### src/sv/hsse_pkg.sv
// shared types, constants and helpers of the hall sector speed and angle estimator
package hsse_pkg;

  // widths
  localparam int COUNT_WIDTH = 24;
  localparam int TS_W        = 32;
  localparam int OFFSET_W    = 20;
  localparam int SPEED_W     = 32;
  localparam int ANGLE_W     = 24;
  localparam int FINE_W      = 17;
  localparam int SECTOR_W    = 3;
  localparam int SUM_W       = SPEED_W + 1;
  localparam int DEN_W       = COUNT_WIDTH + TS_W;
  localparam int PROD_W      = TS_W + SUM_W;
  localparam int UNIT_W      = (DEN_W + 1 > PROD_W) ? DEN_W + 1 : PROD_W;
  localparam int OPND_W      = (COUNT_WIDTH > SUM_W) ? COUNT_WIDTH : SUM_W;
  localparam int CNT_W       = $clog2(OPND_W + 1);
  localparam int CFG_IDX_W   = 1;
  localparam int CFG_DATA_W  = TS_W;

  // register indexes
  localparam logic [CFG_IDX_W-1:0] REG_SAMPLE_PERIOD = 1'd0;
  localparam logic [CFG_IDX_W-1:0] REG_ANGLE_OFFSET  = 1'd1;

  // register reset values
  localparam logic [TS_W-1:0]     TS_RESET     = 32'd429497;
  localparam logic [OFFSET_W-1:0] OFFSET_RESET = '0;

  // fixed point constants
  localparam logic [FINE_W-1:0] PI_THIRD_Q16     = 17'd68629;
  localparam logic [63:0]       TWO_PI_THIRD_Q48 = 64'd589519812669037;

  // configuration seen by the core
  typedef struct packed {
    logic [TS_W-1:0]            sample_period;
    logic signed [OFFSET_W-1:0] angle_offset;
  } hsse_cfg_t;

  // one result beat
  typedef struct packed {
    logic [SECTOR_W-1:0]       sector;
    logic [SPEED_W-1:0]        speed;
    logic signed [ANGLE_W-1:0] angle;
  } hsse_res_t;

  // hall code (a,b,c weighted 4,2,1) to sector, 0 for an invalid code
  function automatic logic [SECTOR_W-1:0] decode_hall(input logic [2:0] code);
    logic [SECTOR_W-1:0] s;
    case (code)
      3'd4:    s = 3'd1;
      3'd6:    s = 3'd2;
      3'd2:    s = 3'd3;
      3'd3:    s = 3'd4;
      3'd1:    s = 3'd5;
      3'd5:    s = 3'd6;
      default: s = 3'd0;
    endcase
    return s;
  endfunction

  // (sector - 1) * pi/3 - pi/6 in Q.16
  function automatic logic signed [ANGLE_W-1:0] angle_base(input logic [SECTOR_W-1:0] sec);
    logic signed [ANGLE_W-1:0] b;
    case (sec)
      3'd0:    b = -24'sd102944;
      3'd1:    b = -24'sd34315;
      3'd2:    b = 24'sd34314;
      3'd3:    b = 24'sd102943;
      3'd4:    b = 24'sd171572;
      3'd5:    b = 24'sd240201;
      3'd6:    b = 24'sd308830;
      default: b = '0;
    endcase
    return b;
  endfunction

endpackage

### src/sv/hsse_if.sv
// valid/ready channel interfaces for hall sample beats and estimate beats

interface hsse_in_if;
  logic valid;
  logic ready;
  logic hall_a;
  logic hall_b;
  logic hall_c;

  modport source (output valid, output hall_a, output hall_b, output hall_c, input ready);
  modport sink   (input valid, input hall_a, input hall_b, input hall_c, output ready);
endinterface

interface hsse_out_if;
  logic                                valid;
  logic                                ready;
  logic [hsse_pkg::SECTOR_W-1:0]       sector;
  logic [hsse_pkg::SPEED_W-1:0]        speed;
  logic signed [hsse_pkg::ANGLE_W-1:0] angle;

  modport source (output valid, output sector, output speed, output angle, input ready);
  modport sink   (input valid, input sector, input speed, input angle, output ready);
endinterface

### src/sv/hall_sector_speed_angle_estimator_top.sv
// top level: configuration registers, output register and the estimator core
//
// Hall sector, speed and angle estimator.
// in_i carries one beat per sample tick with the three hall levels; out_o
// returns one beat per input beat with sector (0 = invalid code), speed
// (unsigned Q16.16 rad/s) and angle (signed Q.16 rad, offset included).
// The configuration port writes sample_period (index 0) or angle_offset
// (index 1) at any edge with cfg_we_i high; write only while idle.
// Sequence: all work runs through one shared adder/subtractor. A beat with
// no speed update due runs the speed sum, the bit-serial trapezoid multiply
// Ts*sum, the fine angle add and its clamp at pi/3, and the sector base and
// offset adds into the result register. On every second sector change the
// bit-serial ticks*Ts multiply, the rounding add, the saturation check and
// the restoring divide run first; a saturating speed skips the divide.
// in_i.ready is high while the core is idle, so a beat waits for the last
// to end; a new beat is accepted even while the previous result still waits
// in the output register. If out_o.ready stays low the core holds its
// finished result and stops taking beats until the output register frees up.
// Reset clears all estimator state to zero, loads the register defaults and
// empties the output register.
module hall_sector_speed_angle_estimator_top (
  input  logic                             clk_i,
  input  logic                             rst_ni,
  hsse_in_if.sink                          in_i,
  hsse_out_if.source                       out_o,
  input  logic                             cfg_we_i,
  input  logic [hsse_pkg::CFG_IDX_W-1:0]   cfg_idx_i,
  input  logic [hsse_pkg::CFG_DATA_W-1:0]  cfg_data_i
);

  hsse_pkg::hsse_cfg_t cfg_q;
  hsse_pkg::hsse_res_t core_res;
  hsse_pkg::hsse_res_t out_res_q;
  logic                out_valid_q;
  logic                core_idle;
  logic                core_res_valid;
  logic                out_take;

  // configuration registers
  always_ff @(posedge clk_i or negedge rst_ni) begin
    if (!rst_ni) begin
      cfg_q.sample_period <= hsse_pkg::TS_RESET;
      cfg_q.angle_offset  <= hsse_pkg::OFFSET_RESET;
    end else if (cfg_we_i) begin
      case (cfg_idx_i)
        hsse_pkg::REG_SAMPLE_PERIOD: cfg_q.sample_period <= cfg_data_i;
        hsse_pkg::REG_ANGLE_OFFSET:
          cfg_q.angle_offset <= cfg_data_i[hsse_pkg::OFFSET_W-1:0];
        default: ;
      endcase
    end
  end

  hsse_core u_core (
    .clk_i       (clk_i),
    .rst_ni      (rst_ni),
    .start_i     (in_i.valid),
    .hall_code_i ({in_i.hall_a, in_i.hall_b, in_i.hall_c}),
    .cfg_i       (cfg_q),
    .idle_o      (core_idle),
    .res_valid_o (core_res_valid),
    .res_take_i  (out_take),
    .res_o       (core_res)
  );

  assign in_i.ready = core_idle;

  // output register, loaded when empty or being drained
  assign out_take = !out_valid_q || out_o.ready;

  always_ff @(posedge clk_i or negedge rst_ni) begin
    if (!rst_ni) begin
      out_valid_q <= 1'b0;
    end else if (core_res_valid && out_take) begin
      out_valid_q <= 1'b1;
    end else if (out_o.ready) begin
      out_valid_q <= 1'b0;
    end
  end

  always_ff @(posedge clk_i) begin
    if (core_res_valid && out_take) begin
      out_res_q <= core_res;
    end
  end

  assign out_o.valid  = out_valid_q;
  assign out_o.sector = out_res_q.sector;
  assign out_o.speed  = out_res_q.speed;
  assign out_o.angle  = out_res_q.angle;

endmodule

### src/sv/hsse_addsub.sv
// shared wide adder/subtractor used for every multiply, divide, compare and sum step
module hsse_addsub (
  input  logic [hsse_pkg::UNIT_W-1:0] a_i,
  input  logic [hsse_pkg::UNIT_W-1:0] b_i,
  input  logic                        sub_i,
  output logic [hsse_pkg::UNIT_W-1:0] res_o,
  output logic                        carry_o
);

  logic [hsse_pkg::UNIT_W-1:0] b_eff;
  logic [hsse_pkg::UNIT_W:0]   full;

  // a + b, or a - b as a + ~b + 1; carry set on subtract means a >= b
  assign b_eff   = sub_i ? ~b_i : b_i;
  assign full    = {1'b0, a_i} + {1'b0, b_eff} + {{hsse_pkg::UNIT_W{1'b0}}, sub_i};
  assign res_o   = full[hsse_pkg::UNIT_W-1:0];
  assign carry_o = full[hsse_pkg::UNIT_W];

endmodule

### src/sv/hsse_core.sv
// sequencer and state of the estimator around one shared adder/subtractor
module hsse_core (
  input  logic                  clk_i,
  input  logic                  rst_ni,
  input  logic                  start_i,
  input  logic [2:0]            hall_code_i,
  input  hsse_pkg::hsse_cfg_t   cfg_i,
  output logic                  idle_o,
  output logic                  res_valid_o,
  input  logic                  res_take_i,
  output hsse_pkg::hsse_res_t   res_o
);

  localparam int UW = hsse_pkg::UNIT_W;
  localparam int OW = hsse_pkg::OPND_W;
  localparam int CW = hsse_pkg::COUNT_WIDTH;
  localparam int QW = hsse_pkg::SPEED_W;

  typedef enum logic [11:0] {
    S_IDLE = 12'b0000_0000_0001,
    S_MUL  = 12'b0000_0000_0010,
    S_DADD = 12'b0000_0000_0100,
    S_DCHK = 12'b0000_0000_1000,
    S_DIV  = 12'b0000_0001_0000,
    S_TSUM = 12'b0000_0010_0000,
    S_TMUL = 12'b0000_0100_0000,
    S_FADD = 12'b0000_1000_0000,
    S_CLMP = 12'b0001_0000_0000,
    S_ANG1 = 12'b0010_0000_0000,
    S_ANG2 = 12'b0100_0000_0000,
    S_FIN  = 12'b1000_0000_0000
  } state_e;

  state_e                            state_q, state_d;
  logic [UW-1:0]                     acc_q, acc_d;
  logic [OW-1:0]                     opnd_q, opnd_d;
  logic [QW-1:0]                     qsh_q, qsh_d;
  logic [hsse_pkg::CNT_W-1:0]        cnt_q, cnt_d;
  logic [hsse_pkg::DEN_W-1:0]        den_q, den_d;
  logic [QW-1:0]                     spd_q, spd_d;
  logic [hsse_pkg::FINE_W-1:0]       fine_q, fine_d;
  logic [CW-1:0]                     tick_q, tick_d;
  logic                              chg_q, chg_d;
  logic [hsse_pkg::SECTOR_W-1:0]     sec_q, sec_d;
  logic [hsse_pkg::SECTOR_W-1:0]     last_sec_q, last_sec_d;
  logic [QW-1:0]                     last_spd_q, last_spd_d;

  logic [UW-1:0]                     op_a, op_b, op_res;
  logic                              op_sub, op_carry;
  logic [UW-1:0]                     mul_add;
  logic [hsse_pkg::SECTOR_W-1:0]     dec_sec;
  logic [CW-1:0]                     tick_inc;
  logic signed [hsse_pkg::ANGLE_W-1:0] base;

  hsse_addsub u_addsub (
    .a_i     (op_a),
    .b_i     (op_b),
    .sub_i   (op_sub),
    .res_o   (op_res),
    .carry_o (op_carry)
  );

  // decode and saturating tick count for the incoming sample
  assign dec_sec  = hsse_pkg::decode_hall(hall_code_i);
  assign tick_inc = (tick_q == {CW{1'b1}}) ? tick_q : tick_q + CW'(1);
  assign mul_add  = opnd_q[OW-1] ? UW'(cfg_i.sample_period) : '0;
  assign base     = hsse_pkg::angle_base(sec_q);

  // sequencer
  always_comb begin
    op_a       = '0;
    op_b       = '0;
    op_sub     = 1'b0;
    state_d    = state_q;
    acc_d      = acc_q;
    opnd_d     = opnd_q;
    qsh_d      = qsh_q;
    cnt_d      = cnt_q;
    den_d      = den_q;
    spd_d      = spd_q;
    fine_d     = fine_q;
    tick_d     = tick_q;
    chg_d      = chg_q;
    sec_d      = sec_q;
    last_sec_d = last_sec_q;
    last_spd_d = last_spd_q;
    case (state_q)
      S_IDLE: begin
        if (start_i) begin
          sec_d  = dec_sec;
          tick_d = tick_inc;
          spd_d  = last_spd_q;
          acc_d  = '0;
          state_d = S_TSUM;
          if (dec_sec != last_sec_q) begin
            fine_d = '0;
            if (chg_q) begin
              // second change: new speed from the elapsed ticks
              tick_d  = '0;
              chg_d   = 1'b0;
              opnd_d  = OW'(tick_inc) << (OW - CW);
              cnt_d   = hsse_pkg::CNT_W'(CW);
              state_d = S_MUL;
            end else begin
              chg_d = 1'b1;
            end
          end
        end
      end
      S_MUL: begin
        // ticks * Ts, one multiplier bit per cycle
        op_a   = acc_q << 1;
        op_b   = mul_add;
        acc_d  = op_res;
        opnd_d = opnd_q << 1;
        cnt_d  = cnt_q - hsse_pkg::CNT_W'(1);
        if (cnt_q == hsse_pkg::CNT_W'(1)) begin
          den_d   = op_res[hsse_pkg::DEN_W-1:0];
          state_d = S_DADD;
        end
      end
      S_DADD: begin
        // numerator with half the divisor for rounding
        op_a    = UW'(hsse_pkg::TWO_PI_THIRD_Q48);
        op_b    = UW'(den_q >> 1);
        acc_d   = op_res;
        state_d = S_DCHK;
      end
      S_DCHK: begin
        // quotient would not fit in the speed width (or divisor is zero)
        op_a   = acc_q >> QW;
        op_b   = UW'(den_q);
        op_sub = 1'b1;
        if (op_carry) begin
          spd_d   = '1;
          state_d = S_TSUM;
        end else begin
          acc_d   = acc_q >> QW;
          qsh_d   = acc_q[QW-1:0];
          cnt_d   = hsse_pkg::CNT_W'(QW);
          state_d = S_DIV;
        end
      end
      S_DIV: begin
        // restoring division, one quotient bit per cycle
        op_a   = {acc_q[UW-2:0], qsh_q[QW-1]};
        op_b   = UW'(den_q);
        op_sub = 1'b1;
        acc_d  = op_carry ? op_res : op_a;
        qsh_d  = {qsh_q[QW-2:0], op_carry};
        cnt_d  = cnt_q - hsse_pkg::CNT_W'(1);
        if (cnt_q == hsse_pkg::CNT_W'(1)) begin
          spd_d   = {qsh_q[QW-2:0], op_carry};
          state_d = S_TSUM;
        end
      end
      S_TSUM: begin
        // speed + last speed for the trapezoid step
        op_a    = UW'(spd_q);
        op_b    = UW'(last_spd_q);
        opnd_d  = OW'(op_res[hsse_pkg::SUM_W-1:0]) << (OW - hsse_pkg::SUM_W);
        acc_d   = '0;
        cnt_d   = hsse_pkg::CNT_W'(hsse_pkg::SUM_W);
        state_d = S_TMUL;
      end
      S_TMUL: begin
        // Ts * sum, one multiplier bit per cycle
        op_a   = acc_q << 1;
        op_b   = mul_add;
        acc_d  = op_res;
        opnd_d = opnd_q << 1;
        cnt_d  = cnt_q - hsse_pkg::CNT_W'(1);
        if (cnt_q == hsse_pkg::CNT_W'(1)) begin
          state_d = S_FADD;
        end
      end
      S_FADD: begin
        // fine angle plus floor(product / 2^33)
        op_a    = UW'(fine_q);
        op_b    = acc_q >> hsse_pkg::SUM_W;
        acc_d   = op_res;
        state_d = S_CLMP;
      end
      S_CLMP: begin
        // clamp at pi/3
        op_a    = UW'(hsse_pkg::PI_THIRD_Q16);
        op_b    = acc_q;
        op_sub  = 1'b1;
        fine_d  = op_carry ? acc_q[hsse_pkg::FINE_W-1:0] : hsse_pkg::PI_THIRD_Q16;
        state_d = S_ANG1;
      end
      S_ANG1: begin
        // sector base plus fine angle
        op_a    = {{(UW - hsse_pkg::ANGLE_W){base[hsse_pkg::ANGLE_W-1]}}, base};
        op_b    = UW'(fine_q);
        acc_d   = op_res;
        state_d = S_ANG2;
      end
      S_ANG2: begin
        // plus the sign extended offset
        op_a    = acc_q;
        op_b    = {{(UW - hsse_pkg::OFFSET_W){cfg_i.angle_offset[hsse_pkg::OFFSET_W-1]}},
                   cfg_i.angle_offset};
        acc_d   = op_res;
        state_d = S_FIN;
      end
      S_FIN: begin
        if (res_take_i) begin
          last_sec_d = sec_q;
          last_spd_d = spd_q;
          state_d    = S_IDLE;
        end
      end
      default: begin
        state_d = S_IDLE;
      end
    endcase
  end

  // control and estimator state
  always_ff @(posedge clk_i or negedge rst_ni) begin
    if (!rst_ni) begin
      state_q    <= S_IDLE;
      cnt_q      <= '0;
      fine_q     <= '0;
      tick_q     <= '0;
      chg_q      <= 1'b0;
      last_sec_q <= '0;
      last_spd_q <= '0;
    end else begin
      state_q    <= state_d;
      cnt_q      <= cnt_d;
      fine_q     <= fine_d;
      tick_q     <= tick_d;
      chg_q      <= chg_d;
      last_sec_q <= last_sec_d;
      last_spd_q <= last_spd_d;
    end
  end

  // working registers
  always_ff @(posedge clk_i) begin
    acc_q  <= acc_d;
    opnd_q <= opnd_d;
    qsh_q  <= qsh_d;
    den_q  <= den_d;
    spd_q  <= spd_d;
    sec_q  <= sec_d;
  end

  assign idle_o       = (state_q == S_IDLE);
  assign res_valid_o  = (state_q == S_FIN);
  assign res_o.sector = sec_q;
  assign res_o.speed  = spd_q;
  assign res_o.angle  = acc_q[hsse_pkg::ANGLE_W-1:0];

  // checks
  a_start_leaves_idle: assert property (@(posedge clk_i) disable iff (!rst_ni)
    (start_i && state_q == S_IDLE) |=> (state_q != S_IDLE))
    else $error("core stayed idle after an accepted sample");

  a_fine_clamped: assert property (@(posedge clk_i) disable iff (!rst_ni)
    (state_q == S_IDLE) |-> (fine_q <= hsse_pkg::PI_THIRD_Q16))
    else $error("fine angle above pi/3");

  a_rem_below_den: assert property (@(posedge clk_i) disable iff (!rst_ni)
    (state_q == S_DIV) |-> (acc_q < UW'(den_q)))
    else $error("division remainder not below divisor");

  a_div_count: assert property (@(posedge clk_i) disable iff (!rst_ni)
    (state_q == S_DIV || state_q == S_MUL || state_q == S_TMUL) |-> (cnt_q != '0))
    else $error("iteration counter ran out inside a loop");

endmodule

### src/flat_wrapper.sv
// flat-port wrapper written by rule: the top's interface ports become plain ports
module hall_sector_speed_angle_estimator_top_flat 
  (clk_i, rst_ni, cfg_we_i, cfg_idx_i, cfg_data_i, in_i_valid, in_i_hall_a, in_i_hall_b, in_i_hall_c, in_i_ready, out_o_valid, out_o_sector, out_o_speed, out_o_angle, out_o_ready);
  hsse_in_if in_i_i ();
  hsse_out_if out_o_i ();
  input  logic clk_i;
  input  logic rst_ni;
  input  logic cfg_we_i;
  input  logic [hsse_pkg::CFG_IDX_W-1:0] cfg_idx_i;
  input  logic [hsse_pkg::CFG_DATA_W-1:0] cfg_data_i;
  input wire logic [$bits(in_i_i.valid)-1:0] in_i_valid;
  input wire logic [$bits(in_i_i.hall_a)-1:0] in_i_hall_a;
  input wire logic [$bits(in_i_i.hall_b)-1:0] in_i_hall_b;
  input wire logic [$bits(in_i_i.hall_c)-1:0] in_i_hall_c;
  output wire logic [$bits(in_i_i.ready)-1:0] in_i_ready;
  output wire logic [$bits(out_o_i.valid)-1:0] out_o_valid;
  output wire logic [$bits(out_o_i.sector)-1:0] out_o_sector;
  output wire logic [$bits(out_o_i.speed)-1:0] out_o_speed;
  output wire logic [$bits(out_o_i.angle)-1:0] out_o_angle;
  input wire logic [$bits(out_o_i.ready)-1:0] out_o_ready;
  assign in_i_i.valid = in_i_valid;
  assign in_i_i.hall_a = in_i_hall_a;
  assign in_i_i.hall_b = in_i_hall_b;
  assign in_i_i.hall_c = in_i_hall_c;
  assign in_i_ready = in_i_i.ready;
  assign out_o_valid = out_o_i.valid;
  assign out_o_sector = out_o_i.sector;
  assign out_o_speed = out_o_i.speed;
  assign out_o_angle = out_o_i.angle;
  assign out_o_i.ready = out_o_ready;
  hall_sector_speed_angle_estimator_top u_core (.clk_i(clk_i), .rst_ni(rst_ni), .in_i(in_i_i), .out_o(out_o_i), .cfg_we_i(cfg_we_i), .cfg_idx_i(cfg_idx_i), .cfg_data_i(cfg_data_i));
endmodule
### config.mk
export PLATFORM = sky130hd
export DESIGN_NAME = hall_sector_speed_angle_estimator_top_flat
export DESIGN_NICKNAME = d
export VERILOG_FILES = /design/src/sv/hsse_pkg.sv /design/src/sv/hsse_if.sv /design/src/sv/hall_sector_speed_angle_estimator_top.sv /design/src/sv/hsse_addsub.sv /design/src/sv/hsse_core.sv /design/src/flat_wrapper.sv
export SDC_FILE = /design/constraint.sdc
export NUM_CORES = 1
export LEC_CHECK = 0
export ABC_AREA = 1
export ABC_CLOCK_PERIOD_IN_PS = 8700
export BUFFER_PORTS_ARGS = -buffer_cell sky130_fd_sc_hd__buf_2
export CORE_UTILIZATION = 45
export CTS_BUF_LIST = sky130_fd_sc_hd__clkbuf_8
export CTS_CLUSTER_SIZE = 8
export DETAILED_ROUTE_END_ITERATION = 7
export MAX_ROUTING_LAYER = met4
export SLEW_MARGIN = 20
export SYNTH_ARGS = -nofsm -noshare
export SYNTH_HDL_FRONTEND = slang
export SYNTH_SLANG_ARGS = --single-unit
### constraint.sdc
create_clock -name clk_i -period 8.7 [get_ports clk_i]
set_clock_uncertainty 0.05 [all_clocks]
set_input_delay 0.435 -clock clk_i [delete_from_list [all_inputs] [get_ports clk_i]]
set_output_delay 0.435 -clock clk_i [all_outputs]
set_load 0.02 [all_outputs]
==> out/qor.tcl <==
set qor(multi_input_gate_area_um2) 11320
set qor(timing.hold.ws_ns) 0.04024
set qor(yosys.area.top_type_share) 0.3336
set qor(grt_pass1_vias) 22130
set qor(power.switching_uw) 3332
set qor(finish.instance_area_um2) 28340
set qor(period_minus_slack_ns) 7.314
set qor(antenna_left) 0
set qor(seqPwrFrac) 0.428
set qor(port_buffers) 101
set qor(fp.dieH_um) 238.7
set qor(numClockSinks) 428
set qor(worst_hold_startpoint) {cfg_data_i[16]}
set qor(floorplan.core_area_um2) 55200
set qor(endpoint_kind) {register}
set qor(p_leak_uw) 0.01227
set qor(layout-area-overhead-vs-synth_pct) 12.43
set qor(intPower_uw) 4364
set qor(syn-cell-area_um2) 25200
set qor(dr.first_iter.drc_count) 3364
set qor(synth_top_flop_cell) {edfxtp_1}
set qor(detail_route.wl_per_cell_um) 28.67
set qor(worst_pin_slew_ns) 1.189
set qor(grt_start_max_net_pins) 74
set qor(routed_wirelength_um) 109900
set qor(routabilityCongestion) 1.074
set qor(ff_latch_area_um2) 12130
set qor(crit_path_max_fanout) 34
set qor(final_core_utilization) 0.5133
set qor(grt_pass1_wl_um) 156800
set qor(commonest_non_fill_non_tap_cell_in_the_layout) {nand2_1}
set qor(clock_latency_ns) 0.70
set qor(placement.cell_area_um2) 26520
set qor(fin_crit_sh) 0.8407
set qor(cts_repair_resize_count) 0
set qor(regToRegSetupSlack_ns) 1.39
set qor(start_to_end_type_of_the_worst_setup_path) {register to register}
set qor(most-common-layout-cells) {nand2_1 (577), inv_1 (371), edfxtp_1 (280)}
set qor(synth-warning-count) 0
set qor(route.detailed.vias_per_inst) 6.182
set qor(outcome) {complete, no violations}
set qor(via_count) 23700
set qor(worst_ep_required_time_ns) 9.04
set qor(hold_end) {u_core.cfg_q[36]$_DFFE_PN0P_}
set qor(floorplan.die.width_um) 238.7
set qor(avgSynthCellArea_um2) 8.730
set qor(maxClockFrequency_mhz) 136.7
set qor(synthesis.nets) 2996
set qor(post_route_setup_tns_ns) 0
set qor(clock_power_share) 0.238
set qor(number_of_cells_traversed_by_the_worst_register_to_register_path) 20
set qor(drt_drc_violations_left) 0
set qor(sw_frac_of_total) 0.4330
set qor(detailed_place_hpwl_um) 84310
set qor(grt_usage) 0.3955
set qor(max-cap-violations) 0
set qor(cts.path.max_buffers) 3
set qor(pwr_per_cell_area_nw_per_um2) 271.6
set qor(synth-edff-count) 280
set qor(floorplan.rows) 86
set qor(arrival_ns) 7.66
set qor(floorplan.initialDensity) 0.4566
set qor(cts_root_buffer) {clkbuf_8}
set qor(r2r-start) {u_core.u_core.state_q[0]$_DFFE_PN1P_}
set qor(worst_setup_path_start_kind) {register}
set qor(top_cell_type_by_total_area_after_synthesis) {edfxtp_1}
set qor(final_hold_viol_count) 0
set qor(dieArea_um2) 56960
set qor(min_delay_path_depth) 3
set qor(htree_levels) 3
set qor(worst_ir_drop_vdd_mv) 0.2060
set qor(synth_area_leaders) {edfxtp_1 (33%), dfrtp_1 (14%), nand2_1 (8.7%)}
set qor(cts_tree) {yes}
set qor(finalPower_uw) 7696
set qor(cts_made_buffers) 78
set qor(ys_seq_elements) 428
set qor(async_reset_ff_frac) 0.3458
set qor(gr-total-overflow) 0
set qor(boundaryPins) 102
set qor(num-nets-final) 3127
set qor(finalSetupViolations) 0
set qor(rsz0062_at_grt) {no}
set qor(synth-seq-area-share) 0.4811
set qor(antenna_found_initial) 2
set qor(drive_above_1_share) 0.1102
set qor(timing.rr.end) {u_core.u_core.acc_q[5]$_DFFE_PP_}
set qor(syn_inst) 2887
set qor(worst_setup_hold_path_clk_slew_ns) 0.06
set qor(slew_headroom) 0.2018
set qor(synth.distinct_cells) 63
set qor(power_frac_comb) 0.333
set qor(detail_route.first_pass.iterations) 7
set qor(finalMaxSlewViolations) 0
set qor(final.fill_count) 5326
set qor(min_path_type) {input pin to register}
==> state kept, by name (all words and copies together) (netlist names) <==
name / flops
u_core.u_core.acc_q: 65
u_core.u_core.den_q: 56
u_core.cfg_q: 52
u_core.u_core.opnd_q: 33
u_core.out_o.speed: 32
u_core.u_core.last_spd_q: 32
u_core.u_core.qsh_q: 32
u_core.u_core.spd_q: 32
u_core.out_o.angle: 24
u_core.u_core.tick_q: 24
u_core.u_core.fine_q: 17
u_core.u_core.state_q: 12
u_core.u_core.cnt_q: 6
u_core.out_o.sector: 3
u_core.u_core.last_sec_q: 3
u_core.u_core.sec_q: 3
u_core.out_o.valid: 1
u_core.u_core.chg_q: 1
==> Yosys cell counts, types with 9 or more instances <==
master and number:
a221oi_1 75, o2111ai_1 12, mux2_2 12, xor2_1 92, ha_1 67, nor2_1 203, o21ai_1 12, nand4_1 12
inv_1 339, dfrtp_1 136, o211ai_1 43, nand2_1 582, buf_2 9, a22oi_1 17, nand3_1 113, inv_2 9
o221ai_1 66, a31oi_1 19, o21a_1 13, o22ai_1 55, nor4_1 9, nor3_1 25, nand2_2 16, xnor2_1 26
dfstp_2 12, a21oi_1 157, clkbuf_1 92, edfxtp_1 280, nand2_4 11, buf_1 12, o21ai_0 269
==> worst max-delay path by stage <==
| stage | startpoint | to | slack, ns |
|---|---|---|---|
| final | u_core.u_core.state_q[0]$_DFFE_PN1P_ | u_core.u_core.acc_q[5]$_DFFE_PP_ | 1.39 |
| after global routing | u_core.u_core.state_q[0]$_DFFE_PN1P_ | u_core.u_core.acc_q[6]$_DFFE_PP_ | 1.30 |
| after CTS | u_core.u_core.state_q[0]$_DFFE_PN1P_ | u_core.u_core.acc_q[5]$_DFFE_PP_ | 1.79 |
| after detailed placement | u_core.u_core.state_q[0]$_DFFE_PN1P_ | u_core.u_core.acc_q[8]$_DFFE_PP_ | 1.79 |
| after global placement | u_core.u_core.state_q[0]$_DFFE_PN1P_ | u_core.u_core.acc_q[1]$_DFFE_PP_ | 1.71 |
| after floorplan | u_core.u_core.state_q[0]$_DFFE_PN1P_ | u_core.u_core.acc_q[0]$_DFFE_PP_ | 1.86 |
==> power by group through the flow <==
stage | Clock (uW) | Sequential, uW | Combinational [uW]
final | 1830 | 3300 | 2570
after global routing | 1940 | 3320 | 2670
after CTS | 1850 | 3280 | 2420
after detailed placement | 0 | 3310 | 2410
after global placement | 0 | 3310 | 2400
after floorplan | 0 | 3110 | 1400
==> per-stage QoR <==
| stage | setup WS [ns] | cells |
|---|---|---|
| floorplan | 1.859 | 2887 |
| global placement | 1.711 | 3653 |
| detailed placement | 1.787 | 3653 |
| CTS | 1.785 | 3831 |
| global route | 1.299 | 3833 |
| finish | 1.386 | 3833 |
==> logic make-up after synthesis <==
kind of cell	synth area share
compound gates	0.1970
xor+xnor	0.04294
fa+ha+maj	0.03405
buf+inv	0.07253
flops	0.4811
mux	0.005361
simple gates	0.1669
==> worst max-delay path, cell delays in order, from the launching register on <==
cell and delay (ns):
dfstp_2 0.56, nor2_2 0.06, nand2_4 0.14, nor2_8 0.08, nand2_4 0.24, clkinv_1 0.16, nor2_2 0.46, inv_2 0.44
nor2_1 0.77, a21oi_1 0.09, ha_1 0.44, nand2_1 0.16, nor3_1 0.68, nand2_1 0.27, nor4_1 0.59, a21oi_1 0.15
nand2_1 0.30, inv_1 0.12, nand2_2 0.46, buf_4 0.53, o221ai_1 0.18
==> routing by layer <==
layer | global-route usage | vias up | part of all wire
li1 | - | 10410 | -
met1 | 0.5693 | 11560 | 0.44
met2 | 0.5288 | 1529 | 0.40
met3 | 0.1247 | 198 | 0.13
met4 | 0.1080 | 0 | 0.029
met5 | - | - | 0
==> timing repair <==
action | 4_1_cts | 5_1_grt
endpoints found under the hold margin | 86 | 0
setup buffers | 0 | 0
hold buffers | 32 | 0
==> cell type report <==
type                       count  area share
antenna                        1  0.00008831
clock buffer                  83     0.04031
clock inverter                63     0.01139
inverter                     352     0.04663
multi-input combinational   1985      0.3995
sequential                   428      0.4280
tap                          748     0.03303
timing repair buffer         173     0.04111
No activity file was read; power rests on OpenSTA's default activity.
